**src/rtl/gcfd_pkg.sv**
```systemverilog
// shared types and constants of the grid code frame decoder
`default_nettype none

package gcfd_pkg;

  localparam int unsigned SEQ_W       = 16;
  localparam int unsigned COPY_BITS   = 16;
  localparam int unsigned COPY_SHIFT  = $clog2(COPY_BITS);
  localparam int unsigned QUEUE_DEPTH = 4;
  localparam int unsigned QPTR_W      = $clog2(QUEUE_DEPTH);
  localparam int unsigned QCNT_W      = $clog2(QUEUE_DEPTH + 1);
  localparam int unsigned CFG_IDX_W   = 2;
  localparam int unsigned CFG_DATA_W  = 16;

  localparam logic [CFG_IDX_W-1:0] CFG_BLACK_THRESHOLD = 2'd0;
  localparam logic [CFG_IDX_W-1:0] CFG_MISS_LIMIT      = 2'd1;
  localparam logic [CFG_IDX_W-1:0] CFG_START_SEQUENCE  = 2'd2;

  localparam logic [7:0]       THRESHOLD_RESET  = 8'd128;
  localparam logic [3:0]       MISS_LIMIT_RESET = 4'd10;
  localparam logic [SEQ_W-1:0] SEQUENCE_RESET   = '0;

  localparam logic KIND_DATA   = 1'b0;
  localparam logic KIND_STATUS = 1'b1;

  typedef struct packed {
    logic             has_byte;
    logic [7:0]       data_byte;
    logic             has_status;
    logic             accepted;
    logic [SEQ_W-1:0] next_seq;
  } entry_t;

endpackage

`default_nettype wire

```
**src/rtl/gcfd_front.sv**
```systemverilog
// front end: cell classification, header match, byte packing, sequence bookkeeping
`default_nettype none

module gcfd_front
  import gcfd_pkg::*;
#(
  parameter int unsigned GRID_SIZE     = 64,
  parameter int unsigned HEADER_COPIES = 4
) (
  input  wire logic                  clk,
  input  wire logic                  rst,
  input  wire logic                  cell_valid,
  input  wire logic [7:0]            cell_level,
  input  wire logic                  queue_full,
  output logic                       cell_stall,
  output logic                       push,
  output entry_t                     push_entry,
  input  wire logic                  cfg_write,
  input  wire logic [CFG_IDX_W-1:0]  cfg_index,
  input  wire logic [CFG_DATA_W-1:0] cfg_data
);

  localparam int unsigned CW = $clog2(GRID_SIZE);
  localparam logic [CW-1:0] LAST = CW'(GRID_SIZE - 1);

  logic [7:0]       threshold;
  logic [3:0]       miss_limit;
  logic [SEQ_W-1:0] expected;
  logic [3:0]       miss_count;
  logic [CW-1:0]    column;
  logic [CW-1:0]    row;
  logic             frame_match;
  logic [7:0]       byte_shift;
  logic [COPY_BITS-1:0] copies [HEADER_COPIES];

  logic                 accept;
  logic                 cell_bit;
  logic                 row_first;
  logic                 col_first;
  logic                 frame_end;
  logic [7:0]           byte_shift_next;
  logic [COPY_BITS-1:0] copies_next [HEADER_COPIES];
  logic                 match_any;
  logic                 frame_match_next;
  logic [4:0]           miss_inc;
  logic                 advance;
  logic [SEQ_W-1:0]     expected_next;
  logic [3:0]           miss_count_next;
  logic                 byte_ready;

  assign cell_stall = queue_full;
  assign accept     = cell_valid && !cell_stall;
  assign cell_bit   = cell_level < threshold;
  assign row_first  = row == '0;
  assign col_first  = column == '0;
  assign frame_end  = (row == LAST) && (column == LAST);

  always_comb begin
    logic [7:0]           shift_base;
    logic [COPY_BITS-1:0] copy_base;
    shift_base = col_first ? 8'd0 : byte_shift;
    byte_shift_next = {shift_base[6:0], cell_bit};
    match_any = 1'b0;
    for (int k = 0; k < HEADER_COPIES; k++) begin
      copy_base = (row_first && col_first) ? '0 : copies[k];
      if (row_first && ((column >> COPY_SHIFT) == CW'(k))) begin
        copies_next[k] = {copy_base[COPY_BITS-2:0], cell_bit};
      end else begin
        copies_next[k] = copy_base;
      end
      if (copies_next[k] == expected) begin
        match_any = 1'b1;
      end
    end
  end

  always_comb begin
    frame_match_next = frame_match;
    if (row_first && col_first) begin
      frame_match_next = 1'b0;
    end
    if (row_first && column == LAST) begin
      frame_match_next = match_any;
    end
  end

  assign miss_inc        = {1'b0, miss_count} + 5'd1;
  assign advance         = frame_match || (miss_inc >= {1'b0, miss_limit});
  assign expected_next   = advance ? expected + SEQ_W'(1) : expected;
  assign miss_count_next = advance ? 4'd0 : miss_inc[3:0];
  assign byte_ready      = !row_first && (column[2:0] == 3'b111) && frame_match;

  always_comb begin
    push_entry.has_byte   = byte_ready;
    push_entry.data_byte  = byte_shift_next;
    push_entry.has_status = frame_end;
    push_entry.accepted   = frame_match;
    push_entry.next_seq   = expected_next;
  end

  assign push = accept && (byte_ready || frame_end);

  always_ff @(posedge clk) begin
    if (rst) begin
      threshold   <= THRESHOLD_RESET;
      miss_limit  <= MISS_LIMIT_RESET;
      expected    <= SEQUENCE_RESET;
      miss_count  <= '0;
      column      <= '0;
      row         <= '0;
      frame_match <= 1'b0;
      byte_shift  <= '0;
      for (int k = 0; k < HEADER_COPIES; k++) begin
        copies[k] <= '0;
      end
    end else begin
      if (accept) begin
        byte_shift  <= byte_shift_next;
        frame_match <= frame_match_next;
        for (int k = 0; k < HEADER_COPIES; k++) begin
          copies[k] <= copies_next[k];
        end
        if (frame_end) begin
          expected   <= expected_next;
          miss_count <= miss_count_next;
        end
        if (column == LAST) begin
          column <= '0;
          row    <= (row == LAST) ? '0 : row + CW'(1);
        end else begin
          column <= column + CW'(1);
        end
      end
      if (cfg_write) begin
        unique case (cfg_index)
          CFG_BLACK_THRESHOLD: threshold  <= cfg_data[7:0];
          CFG_MISS_LIMIT:      miss_limit <= cfg_data[3:0];
          CFG_START_SEQUENCE:  expected   <= cfg_data[SEQ_W-1:0];
          default: ;
        endcase
      end
    end
  end

endmodule

`default_nettype wire

```
**src/rtl/gcfd_queue.sv**
```systemverilog
// short queue of classified work between front and back
`default_nettype none

module gcfd_queue
  import gcfd_pkg::*;
(
  input  wire logic clk,
  input  wire logic rst,
  input  wire logic push,
  input  entry_t    push_entry,
  output logic      full,
  input  wire logic pop,
  output logic      head_valid,
  output entry_t    head
);

  entry_t              slots [QUEUE_DEPTH];
  logic [QPTR_W-1:0]   wr_ptr;
  logic [QPTR_W-1:0]   rd_ptr;
  logic [QCNT_W-1:0]   count;

  assign full       = count == QCNT_W'(QUEUE_DEPTH);
  assign head_valid = count != '0;
  assign head       = slots[rd_ptr];

  always_ff @(posedge clk) begin
    if (push) begin
      slots[wr_ptr] <= push_entry;
    end
  end

  always_ff @(posedge clk) begin
    if (rst) begin
      wr_ptr <= '0;
      rd_ptr <= '0;
      count  <= '0;
    end else begin
      if (push) begin
        wr_ptr <= wr_ptr + QPTR_W'(1);
      end
      if (pop) begin
        rd_ptr <= rd_ptr + QPTR_W'(1);
      end
      if (push && !pop) begin
        count <= count + QCNT_W'(1);
      end else if (pop && !push) begin
        count <= count - QCNT_W'(1);
      end
    end
  end

  assert property (@(posedge clk) disable iff (rst) push |-> !full)
    else $error("push into full queue");
  assert property (@(posedge clk) disable iff (rst) pop |-> head_valid)
    else $error("pop from empty queue");
  assert property (@(posedge clk) disable iff (rst)
    count <= QCNT_W'(QUEUE_DEPTH))
    else $error("queue count overflow");
  assert property (@(posedge clk) disable iff (rst)
    (push && !pop) |=> count == $past(count) + QCNT_W'(1))
    else $error("queue count lost a push");

endmodule

`default_nettype wire

```
**src/rtl/gcfd_back.sv**
```systemverilog
// back end: expands queued work into byte and status transfers
`default_nettype none

module gcfd_back
  import gcfd_pkg::*;
(
  input  wire logic        clk,
  input  wire logic        rst,
  input  wire logic        head_valid,
  input  entry_t           head,
  output logic             pop,
  output logic             result_valid,
  input  wire logic        result_stall,
  output logic             result_kind,
  output logic [7:0]       data_byte,
  output logic             frame_accepted,
  output logic [SEQ_W-1:0] next_sequence,
  output logic             last_of_run
);

  logic phase;
  logic load;
  logic emit_byte;

  assign load      = !result_valid || !result_stall;
  assign emit_byte = !phase && head.has_byte;
  assign pop       = load && head_valid && (!emit_byte || !head.has_status);

  always_ff @(posedge clk) begin
    if (rst) begin
      phase        <= 1'b0;
      result_valid <= 1'b0;
    end else if (load) begin
      result_valid <= head_valid;
      if (head_valid) begin
        if (emit_byte) begin
          phase <= head.has_status;
        end else begin
          phase <= 1'b0;
        end
      end
    end
  end

  always_ff @(posedge clk) begin
    if (load && head_valid) begin
      if (emit_byte) begin
        result_kind    <= KIND_DATA;
        data_byte      <= head.data_byte;
        frame_accepted <= 1'b0;
        next_sequence  <= '0;
        last_of_run    <= !head.has_status;
      end else begin
        result_kind    <= KIND_STATUS;
        data_byte      <= '0;
        frame_accepted <= head.accepted;
        next_sequence  <= head.next_seq;
        last_of_run    <= 1'b1;
      end
    end
  end

endmodule

`default_nettype wire

```
**src/rtl/grid_code_frame_decoder.sv**
```systemverilog
// top level of the grid code frame decoder
//
//   channel   signals                               transfer when
//   cell      cell_valid cell_stall cell_level      cell_valid && !cell_stall
//   result    result_valid result_stall + fields    result_valid && !result_stall
//   cfg       cfg_valid cfg_ready cfg_index cfg_data cfg_valid && cfg_ready
//
// one cell per cycle when not stalled; a result is queued, then registered
// last cell of a frame with a byte due: two results, one per unstalled cycle
// four-entry work queue; cell_stall rises only when it is full
// rst synchronous: registers to reset values, queue and output emptied
`default_nettype none

module grid_code_frame_decoder
  import gcfd_pkg::*;
#(
  parameter int unsigned GRID_SIZE     = 64,
  parameter int unsigned HEADER_COPIES = 4
) (
  input  wire logic                  clk,
  input  wire logic                  rst,
  input  wire logic                  cell_valid,
  output logic                       cell_stall,
  input  wire logic [7:0]            cell_level,
  output logic                       result_valid,
  input  wire logic                  result_stall,
  output logic                       result_kind,
  output logic [7:0]                 data_byte,
  output logic                       frame_accepted,
  output logic [SEQ_W-1:0]           next_sequence,
  output logic                       last_of_run,
  input  wire logic                  cfg_valid,
  output logic                       cfg_ready,
  input  wire logic [CFG_IDX_W-1:0]  cfg_index,
  input  wire logic [CFG_DATA_W-1:0] cfg_data
);

  logic   queue_full;
  logic   push;
  entry_t push_entry;
  logic   pop;
  logic   head_valid;
  entry_t head;

  assign cfg_ready = 1'b1;

  gcfd_front #(
    .GRID_SIZE     (GRID_SIZE),
    .HEADER_COPIES (HEADER_COPIES)
  ) u_front (
    .clk        (clk),
    .rst        (rst),
    .cell_valid (cell_valid),
    .cell_level (cell_level),
    .queue_full (queue_full),
    .cell_stall (cell_stall),
    .push       (push),
    .push_entry (push_entry),
    .cfg_write  (cfg_valid && cfg_ready),
    .cfg_index  (cfg_index),
    .cfg_data   (cfg_data)
  );

  gcfd_queue u_queue (
    .clk        (clk),
    .rst        (rst),
    .push       (push),
    .push_entry (push_entry),
    .full       (queue_full),
    .pop        (pop),
    .head_valid (head_valid),
    .head       (head)
  );

  gcfd_back u_back (
    .clk            (clk),
    .rst            (rst),
    .head_valid     (head_valid),
    .head           (head),
    .pop            (pop),
    .result_valid   (result_valid),
    .result_stall   (result_stall),
    .result_kind    (result_kind),
    .data_byte      (data_byte),
    .frame_accepted (frame_accepted),
    .next_sequence  (next_sequence),
    .last_of_run    (last_of_run)
  );

endmodule

`default_nettype wire
```
**config.mk**
```make
export PLATFORM = sky130hd
export DESIGN_NAME = grid_code_frame_decoder
export DESIGN_NICKNAME = d
export VERILOG_FILES = /design/src/rtl/gcfd_pkg.sv /design/src/rtl/gcfd_front.sv /design/src/rtl/gcfd_queue.sv /design/src/rtl/gcfd_back.sv /design/src/rtl/grid_code_frame_decoder.sv
export SDC_FILE = /design/constraint.sdc
export NUM_CORES = 1
export LEC_CHECK = 0
export BUFFER_PORTS_ARGS = -buffer_cell sky130_fd_sc_hd__buf_4
export CAP_MARGIN = 10
export CORE_ASPECT_RATIO = 1.25
export CORE_UTILIZATION = 62
export DETAILED_ROUTE_END_ITERATION = 16
export HOLD_SLACK_MARGIN = 0.05
export PLACE_DENSITY = 0.84
export SLEW_MARGIN = 20
export SYNTH_ARGS = -nofsm -noshare
export SYNTH_HDL_FRONTEND = slang
export SYNTH_SLANG_ARGS = --single-unit
```
**constraint.sdc**
```tcl
create_clock -name clk -period 4.1 [get_ports clk]
set_clock_uncertainty 0.15 [all_clocks]
set_input_delay 0.41 -clock clk [delete_from_list [all_inputs] [get_ports clk]]
set_output_delay 0.41 -clock clk [all_outputs]
set_load 0.1 [all_outputs]
```
==> impl_results.md, run 1 <==
* Outcome: finished clean
* Die extent in x at between 100 and 150 um
* # IOs at approximately 60
* Post-synthesis compound-gate area fraction at between 10% and 20%
* Worst slew margin at 42.7%
* Post-synth cell types at just over 80
* CP Launch Type: flip-flop
* Root Buffer: clkbuf_16
* Filler cells at 1400
* Synth Register Bits at 262
* Synth Area in Simple Gates at between 15 and 20%
* Slew @ Worst Pin at 0.859 ns
* Final setup TNS at 0 ns
* Worst skew pair latency at 0.54 ns
* Hold Crit Start: cfg_data[8]
* Total power at roughly 5.8 mW
* Largest net degree at the start of global routing at 65
* Clk buf depth at 3
* Clock slew seen by the registers of the worst setup and hold paths at ~0.070 ns
* Reg-to-reg critical path endpoint: u_front.frame_match$_SDFFE_PP0P_
* Met2 Use GR at around 53%
* WP data arrival at 3.90 ns
* Post-Syn Instances at around 1200
* DRT Pass-1 Iters at 7
* Final ANT Viol Nets at 0
* Residual DRC at 0
* Critical path class: flip-flop to flip-flop
* Reg power frac at about half
* CTS tree: yes
* Post-route design area at 0.0149 mm2
* First-pass GRT wire length at ~51 mm
* DP Wirelength at about 21 mm
* H-tree depth at 1
* Global route total overflow at 0
* Initial DRC Count at 741
* Flip-flop and latch area at between 0.007 and 0.008 mm2
* Post-synth EDFFs at 199
* Max incr delay on CP at 0.76 ns
* Met3 GRT Util at under 10%
* CTS Hold Bufs at 16
* Vias in the first global route at 9561
* RSZ-0062 raised after global routing: false
* Nets at about 1300
* Final GP Congestion at around 0.97
* Vias at a little under 10000
* CTS Sinks at around 260
* Vias per inst at about 6.3
* Fraction of layout cells with a size suffix above 1 at about 15%
* Hold Path Depth at 3
* Post-synthesis average cell area at between 10 and 15 um2
* Busiest layer in global routing: met2
* DP Worst Slack at 0.644 ns
* Crit-path slowest cell: nor3_4
* Setup-failing EPs final at 0
* Die area at between 0.02 and 0.025 mm2
* Pint at between 4 and 5 mW
* Critical Path RT at roughly 4.4 ns
* Post-DP Area at approximately 0.014 mm2
* Combinational power share at ~7.4%
* Top FF cell, synth: edfxtp_1
* Syn Nets at between 1000 and 1500
* Max-slew violations at 0
* Clock buffer count from CTS at 26
* Total Wirelength at ~32 mm
* Core area at about 0.021 mm2
* Clock power share at between 40% and 50%
* Tcrit/Tclk final at between 80% and 90%
* Mux cell area share after synthesis at 7.26%
* Antenna cell count at 0
* Grt met1 use at between 30% and 40%
* Worst R2R Setup Slack at 0.50 ns
* Final core utilization at between 70% and 80%
* Register area share after synthesis at roughly 55%
* Height of the die at 165 um
* Power per Cell Area at between 300 and 400 mW/mm2
* Fmax at between 0.2 and 0.3 GHz
* Cell Area, Synth at approximately 0.013 mm2
* Initial antenna violation count at 0
* Post-synthesis adder-cell area fraction at 2.34%
* Post-CTS Resized at 0
* Area delta synth->final at 13.5%
* Crit Reg-Reg Startpoint: u_front.row[0]$_SDFFE_PP0P_
* Delay-heaviest family, CP: simple AND/OR/NAND/NOR gates
* Initial Utilization at a little over three fifths
* Max cap viols at 0
* WL/cell at between 20 and 25 um
* Final hold vios at 0
* Hold WC Path Type: input port to flip-flop
* Hold Crit Endpoint: u_front.expected[8]$_SDFF_PP0_
* Row count at 59
* Largest family of logic cells by synthesized area: simple AND/OR/NAND/NOR gates
* Switch share at between 20% and 30%
* CP Capture Type: flip-flop
* Peak VDD IR at roughly 0.45 mV
* Post-synthesis xor/xnor area fraction at under 10%
* Worst path cell trace: inv_1, ha_1, or3b_1, nor3_4, nand2_2, a21o_1, a221o_1, nor4_1, nand4_1, a31oi_1
* Sw Pwr at about 1.3 mW
* Min setup slack post-route at 0.500 ns
* Postcts setup bufs at 0
* Input/output buffers at around 60
* Minimum clock period at about 3.6 ns
* Multi-input logic area at between 0.005 and 0.006 mm2
* Worst Path Max Fanout at 19
* Ys async rst share at 0%
* CP bufs+invs at 1
* Worst r2r path cells at 10
* GRT Overall Usage at between 20% and 30%
* Yosys synthesis warning count at 0
* LEAKAGE at 5.14 nW
-- tightest hold or removal path, stage by stage --
cell and delay (ns):
buf_4 0.11, nor2_1 0.12, a211oi_1 0.06
-- power groups by stage --
stage | clock [mW] | sequential [mW] | combinational [mW]
global placement | 0 | 3.01 | 0.396
CTS | 2.40 | 2.96 | 0.420
finish | 2.38 | 2.96 | 0.430
floorplan | 0 | 2.98 | 0.292
global route | 2.49 | 2.96 | 0.466
detailed placement | 0 | 3.01 | 0.405
-- cells in the final DEF (no fill, tap or decap), types with 5 or more instances in the layout --
cell             n
a211oi_1        14
nand2_1        115
nand2b_1         7
o22ai_1         15
nor2_1         115
inv_1           41
a311oi_1         7
o21ai_0         29
dlygate4sd3_1   16
nand3b_1         5
mux2i_1         30
dfxtp_1         62
a22oi_1         13
mux4_2          27
nor3_1          34
o211ai_1        11
or3_1           10
nor4_1          13
a21boi_0         7
ha_1            23
clkbuf_16       27
xor2_1          14
nand3_1         20
a221oi_1         5
nor2b_1         31
and2_1          22
a21oi_1         69
a21o_1           6
edfxtp_1       199
a31oi_1         11
clkinv_2         6
clkinv_1         7
xnor2_1         45
buf_4           90
nand4_1         13
-- cell families (layout without fill, tap and decap cells) --
group           after synthesis  in the layout
compound gates              229            229
xor+xnor                     59             59
fa+ha+maj                    24             24
buf+inv                     121            200
flops                       262            262
mux                          61             61
other cells                   1              1
simple gates                424            424
-- synth_stat cells, types with 4 or more instances --
library cell  count  area, um2
clkinv_1          4       15.0
o21ai_0          29        145
dfxtp_1          63       1260
a311oi_1          7       61.3
mux2i_1          30        300
ha_1             23        288
o22ai_1          15       93.8
buf_2            13       65.1
nand3_1          21        105
a21boi_0          7       52.6
nor3b_1           5       37.5
nand3b_1          5       37.5
nor2_1          115        432
a22o_1            4       35.0
and2_1           22        138
clkbuf_1         55        206
nor4_1           13       81.3
a22oi_1          13       97.6
mux2_2            4       45.0
mux4_2           27        608
nand4_1          13       81.3
nand2b_1          7       43.8
nand2_1         116        435
xnor2_1          45        394
a21o_1            6       45.0
a221oi_1          5       43.8
o211ai_1         11       82.6
edfxtp_1        199       5980
xor2_1           14        123
and4_1            4       35.0
inv_1            41        154
nor2b_1          32        200
nor3_1           34        170
a21oi_1          70        350
a211oi_1         14        105
a31oi_1          11       68.8
or3_1            10       62.6
buf_1             6       22.5
-- routing by layer --
layer  vias to the layer above  wire, um
met2                       438     16200
met1                      4674     11900
met3                       127      2350
met4                         0      1520
met5                         -         0
li1                       4468         -
-- flip-flops by register name (all words and copies together), names as in the netlist, 6 cells and up, named ones only --
name	flops
u_front.expected	16
u_front.threshold	8
u_front.column	6
u_back.data_byte	8
u_front.row	6
u_front.byte_shift	7
u_queue.slots	108
u_back.next_sequence	16
u_front.copies	64
-- cell type report --
type	instances	area share, %
sequential	262	48.6
multi-input combinational	798	36.5
timing repair buffer	107	5.74
clock buffer	32	4.79
tap	274	2.30
inverter	45	1.13
clock inverter	16	0.974
-- per-stage QoR --
| step | std cells | hold WS (ns) |
|---|---|---|
| 2_1_floorplan | 1181 | 0.282 |
| 3_3_place_gp | 1470 | 0.288 |
| 3_5_place_dp | 1470 | 0.301 |
| 4_1_cts | 1534 | 0.0679 |
| 5_1_grt | 1534 | 0.0879 |
| 6_report | 1534 | 0.0697 |
-- worst max path at each step --
stage,to,from,cells after the start,slack [ns]
finish,u_front.frame_match$_SDFFE_PP0P_,u_front.row[0]$_SDFFE_PP0P_,10,0.50
global route,u_front.frame_match$_SDFFE_PP0P_,u_front.row[0]$_SDFFE_PP0P_,10,0.34
CTS,u_front.frame_match$_SDFFE_PP0P_,u_front.row[0]$_SDFFE_PP0P_,10,0.59
detailed placement,u_front.frame_match$_SDFFE_PP0P_,u_front.row[0]$_SDFFE_PP0P_,10,0.64
global placement,u_front.frame_match$_SDFFE_PP0P_,u_front.row[0]$_SDFFE_PP0P_,10,0.74
floorplan,u_front.copies[0][0]$_SDFFCE_PN0P_,u_queue.count[0]$_SDFFE_PP0P_,5,0.19
Note: power is estimated with default switching activity, not from simulation.
==> inputs of run 2 (changes only) <==
Settings changed: ABC_AREA from default to 1.
==> run 2 against run 1 <==
Compared with the run above: combinational power grew to 6.4 times the previous value; synthesized cell count grew 27%; first-iteration DRC count grew 43%; critical path depth grew 1; die area shrank 0.57%; synthesized area shrank 0.57%; worst hold slack lost 0.0049 ns; cell count grew 20%; sequential power grew 14%; sequential share of layout area grew 1.0 points; via count grew 11%; routed wire length shrank 2.6%; largest cell class unchanged.
==> impl_results.md, run 2 <==
* Outcome: finished clean
* Die area at 0.0216 mm2 (-0.57%)
* Clk buf depth at 3 (unchanged)
* Clock power share at 26.9% (-14 points)
* Die extent in x at 132 um (-0.28%)
* Area delta synth->final at 11.8%
* RSZ-0062 raised after global routing: false
* Final core utilization at 70.3% (-1.3 points)
* Post-synth top area cell: edfxtp_1
* Worst skew pair latency at 0.52 ns (-0.02 ns)
* Clock buffer count from CTS at 25 (-3.8%)
* Post-Syn Instances at 1504 (+27%)
* Biggest register: u_queue.slots
* Combinational power share at 33.0% (+26 points)
* Fraction of layout cells with a size suffix above 1 at 8.92% (-5.8 points)
* CTS tree: yes
* Top FF cell, synth: edfxtp_1
* Core area at 0.0207 mm2 (-0.35%)
* Switch share at 39.3% (+16 points)
* Max-slew violations at 0 (unchanged)
* First-pass GRT wire length at 50.2 mm (-0.72%)
* WL/cell at 16.9 um (-19%)
* Reg power frac at 40.1% (-11 points)
* Setup-failing EPs final at 0 (unchanged)
* Final hold vios at 0 (unchanged)
* Synth area leaders: edfxtp_1, nand2_1, dfxtp_1
* Peak VDD IR at 0.541 mV (+20%)
* CP Launch Type: flip-flop
* Synth Register Bits at 262 (unchanged)
* Syn Nets at 1559 (+26%)
* Global route total overflow at 0 (unchanged)
* Post-CTS Resized at 0 (unchanged)
* H-tree depth at 1 (unchanged)
* Post-synthesis average cell area at 8.68 um2 (-22%)
* Multi-input logic area at 0.00498 mm2 (-8.5%)
* Initial DRC Count at 1060 (+43%)
* Fmax at 0.317 GHz (+14%)
* Final ANT Viol Nets at 0 (unchanged)
* Slew @ Worst Pin at 0.779 ns (-0.0793 ns)
* Critical Path RT at 4.17 ns (-0.23 ns)
* Yosys top cell area share at 45.8% (+0.26 points)
* Hold WC Path Type: input port to flip-flop
* Pint at 5.08 mW (+15%)
* Largest net degree at the start of global routing at 55 (-15%)
* Post-synth cell types at 38 (-54%)
* CTS Sinks at 262 (unchanged)
* GRT Overall Usage at 29.0% (-0.87 points)
* Sw Pwr at 3.29 mW (+150%)
* Yosys synthesis warning count at 0 (unchanged)
* Worst Path Max Fanout at 21 (+2)
* Flip-flop and latch area at 0.00724 mm2 (about the same)
* Nets at 1606 (+24%)
* Top-count cell post-synth: nand2_1
* LEAKAGE at 6.10 nW (+19%)
* Vias at 10800 (+11%)
* Non-Filler Instances at 1843 (+20%)
* Antenna cell count at 0 (unchanged)
* Residual DRC at 0 (unchanged)
* Commonest non-fill, non-tap cell in the layout: nand2_1
* Tcrit/Tclk final at 77.0% (-11 points)
* Max FFs per register at 108 (unchanged)
* # IOs at 61 (unchanged)
* Biggest regs: u_queue.slots x108, u_front.copies x64
* Post-synth EDFFs at 199 (unchanged)
* DRT Pass-1 Iters at 6 (-1)
* Clock slew seen by the registers of the worst setup and hold paths at 0.07 ns (about the same)
* DP Wirelength at 20.5 mm (-4.4%)
* Final setup TNS at 0 ns (unchanged)
* Critical path class: flip-flop to flip-flop
* Post-route design area at 0.0146 mm2 (-2.1%)
* Minimum clock period at 3.16 ns (-0.445 ns)
* Most frequent cells in the layout: nand2_1, edfxtp_1, nor2_1
* Post-DP Area at 0.0137 mm2 (-1.3%)
* Height of the die at 164 um (-0.28%)
* Final GP Congestion at 0.882 (-8.9%)
* Ys async rst share at 0% (unchanged)
* CP Capture Type: flip-flop
* Input/output buffers at 59 (unchanged)
* Commonest cells post-synth: nand2_1, edfxtp_1, nor2_1, inv_1, nand3_1
* Row count at 59 (unchanged)
* Power per Cell Area at 574 mW/mm2 (+48%)
* Root Buffer: clkbuf_16
* Total Wirelength at 31.2 mm (-2.6%)
* WP data arrival at 3.23 ns (-0.67 ns)
* Worst slew margin at 47.7% (+5.0 points)
* Max cap viols at 0 (unchanged)
* Cell Area, Synth at 0.0131 mm2 (-0.57%)
* Initial antenna violation count at 0 (unchanged)
* Filler cells at 1509 (+7.8%)
* Cell count after placement at 1789 (+22%)
* Fin Hold WS at 0.0648 ns (-0.00488 ns)
* Vias in the first global route at 10500 (+10%)
* Register area share after synthesis at 55.4% (+0.32 points)
* Vias per inst at 5.86 (-7.5%)
* Initial Utilization at 62.9% (-0.14 points)
==> run 2: changes by cell type after synthesis, sizes merged, moves of 54 or more <==
cell   delta
a21oi    +54
inv     +109
nand2   +246
nand3   +115
nor2     +68
o21ai    +74
==> run 2: worst paths after layout <==
kind	from	endpoint	slack [ns]	cells after the start
setup / recovery	u_front.row[0]$_SDFFE_PP0P_	u_queue.slots[3][15]$_DFFE_PP_	0.94	11
setup reg to reg	u_front.row[0]$_SDFFE_PP0P_	u_queue.slots[3][15]$_DFFE_PP_	0.94	11
hold / removal	cfg_data[3]	u_front.expected[3]$_SDFF_PP0_	0.06	3
hold reg to reg	u_front.threshold[2]$_SDFFE_PP0P_	u_front.threshold[2]$_SDFFE_PP0P_	0.31	2
==> run 2: area by class of cell <==
cell class              count  share of cell area, %
clock buffers              31                   4.66
clock inverters            14                  0.772
inverters                 153                   3.94
multi-input cells        1025                   34.1
flip-flops and latches    262                   49.6
well taps                 274                   2.35
repair buffers             84                   4.56
==> run 2: through the flow <==
step | power (mW) | setup slack, ns
after floorplan | 5.56 | 0.434
after global placement | 6.08 | 1.11
after detailed placement | 6.15 | 0.989
after CTS | 8.39 | 0.950
after global routing | 8.72 | 0.680
final | 8.38 | 0.944
==> run 2: power by group through the flow <==
stage / Clock [mW] / Combinational [mW] / Sequential (mW)
after detailed placement: 0 / 2.73 / 3.41
after global placement: 0 / 2.68 / 3.40
final: 2.25 / 2.76 / 3.36
after global routing: 2.37 / 2.96 / 3.39
after CTS: 2.27 / 2.76 / 3.36
after floorplan: 0 / 1.12 / 4.44
==> run 2: repair_timing <==
item,4_1_cts,5_1_grt
hold endpoints to repair,14,0
buffers inserted,0,0
hold buffers,9,0
==> run 2: worst max-delay path, stage by stage, from the launching register on <==
cell and delay (ns):
dfxtp_1 0.36, ha_1 0.15, inv_1 0.06, nor3_1 0.27, nand3_1 0.12, nor2_1 0.32
nand2_1 0.09, buf_4 0.22, o21ai_0 0.14, inv_1 0.22, nor2_2 0.51, buf_12 0.25
==> run 2: cell families after synthesis <==
group	share of synthesized area, %
compound gates	10.2
xor+xnor	1.41
fa+ha+maj	2.36
buf+inv	6.74
flops	55.4
mux	0.0767
other cells	0.0287
simple gates	23.7
==> run 2: layer usage <==
layer	GRT usage (%)	wire, um	up-vias
met1	34.0	11700	5053
li1	-	-	5154
met4	14.1	1240	0
met2	52.9	16100	483
met3	3.70	2090	101
met5	0	0	-
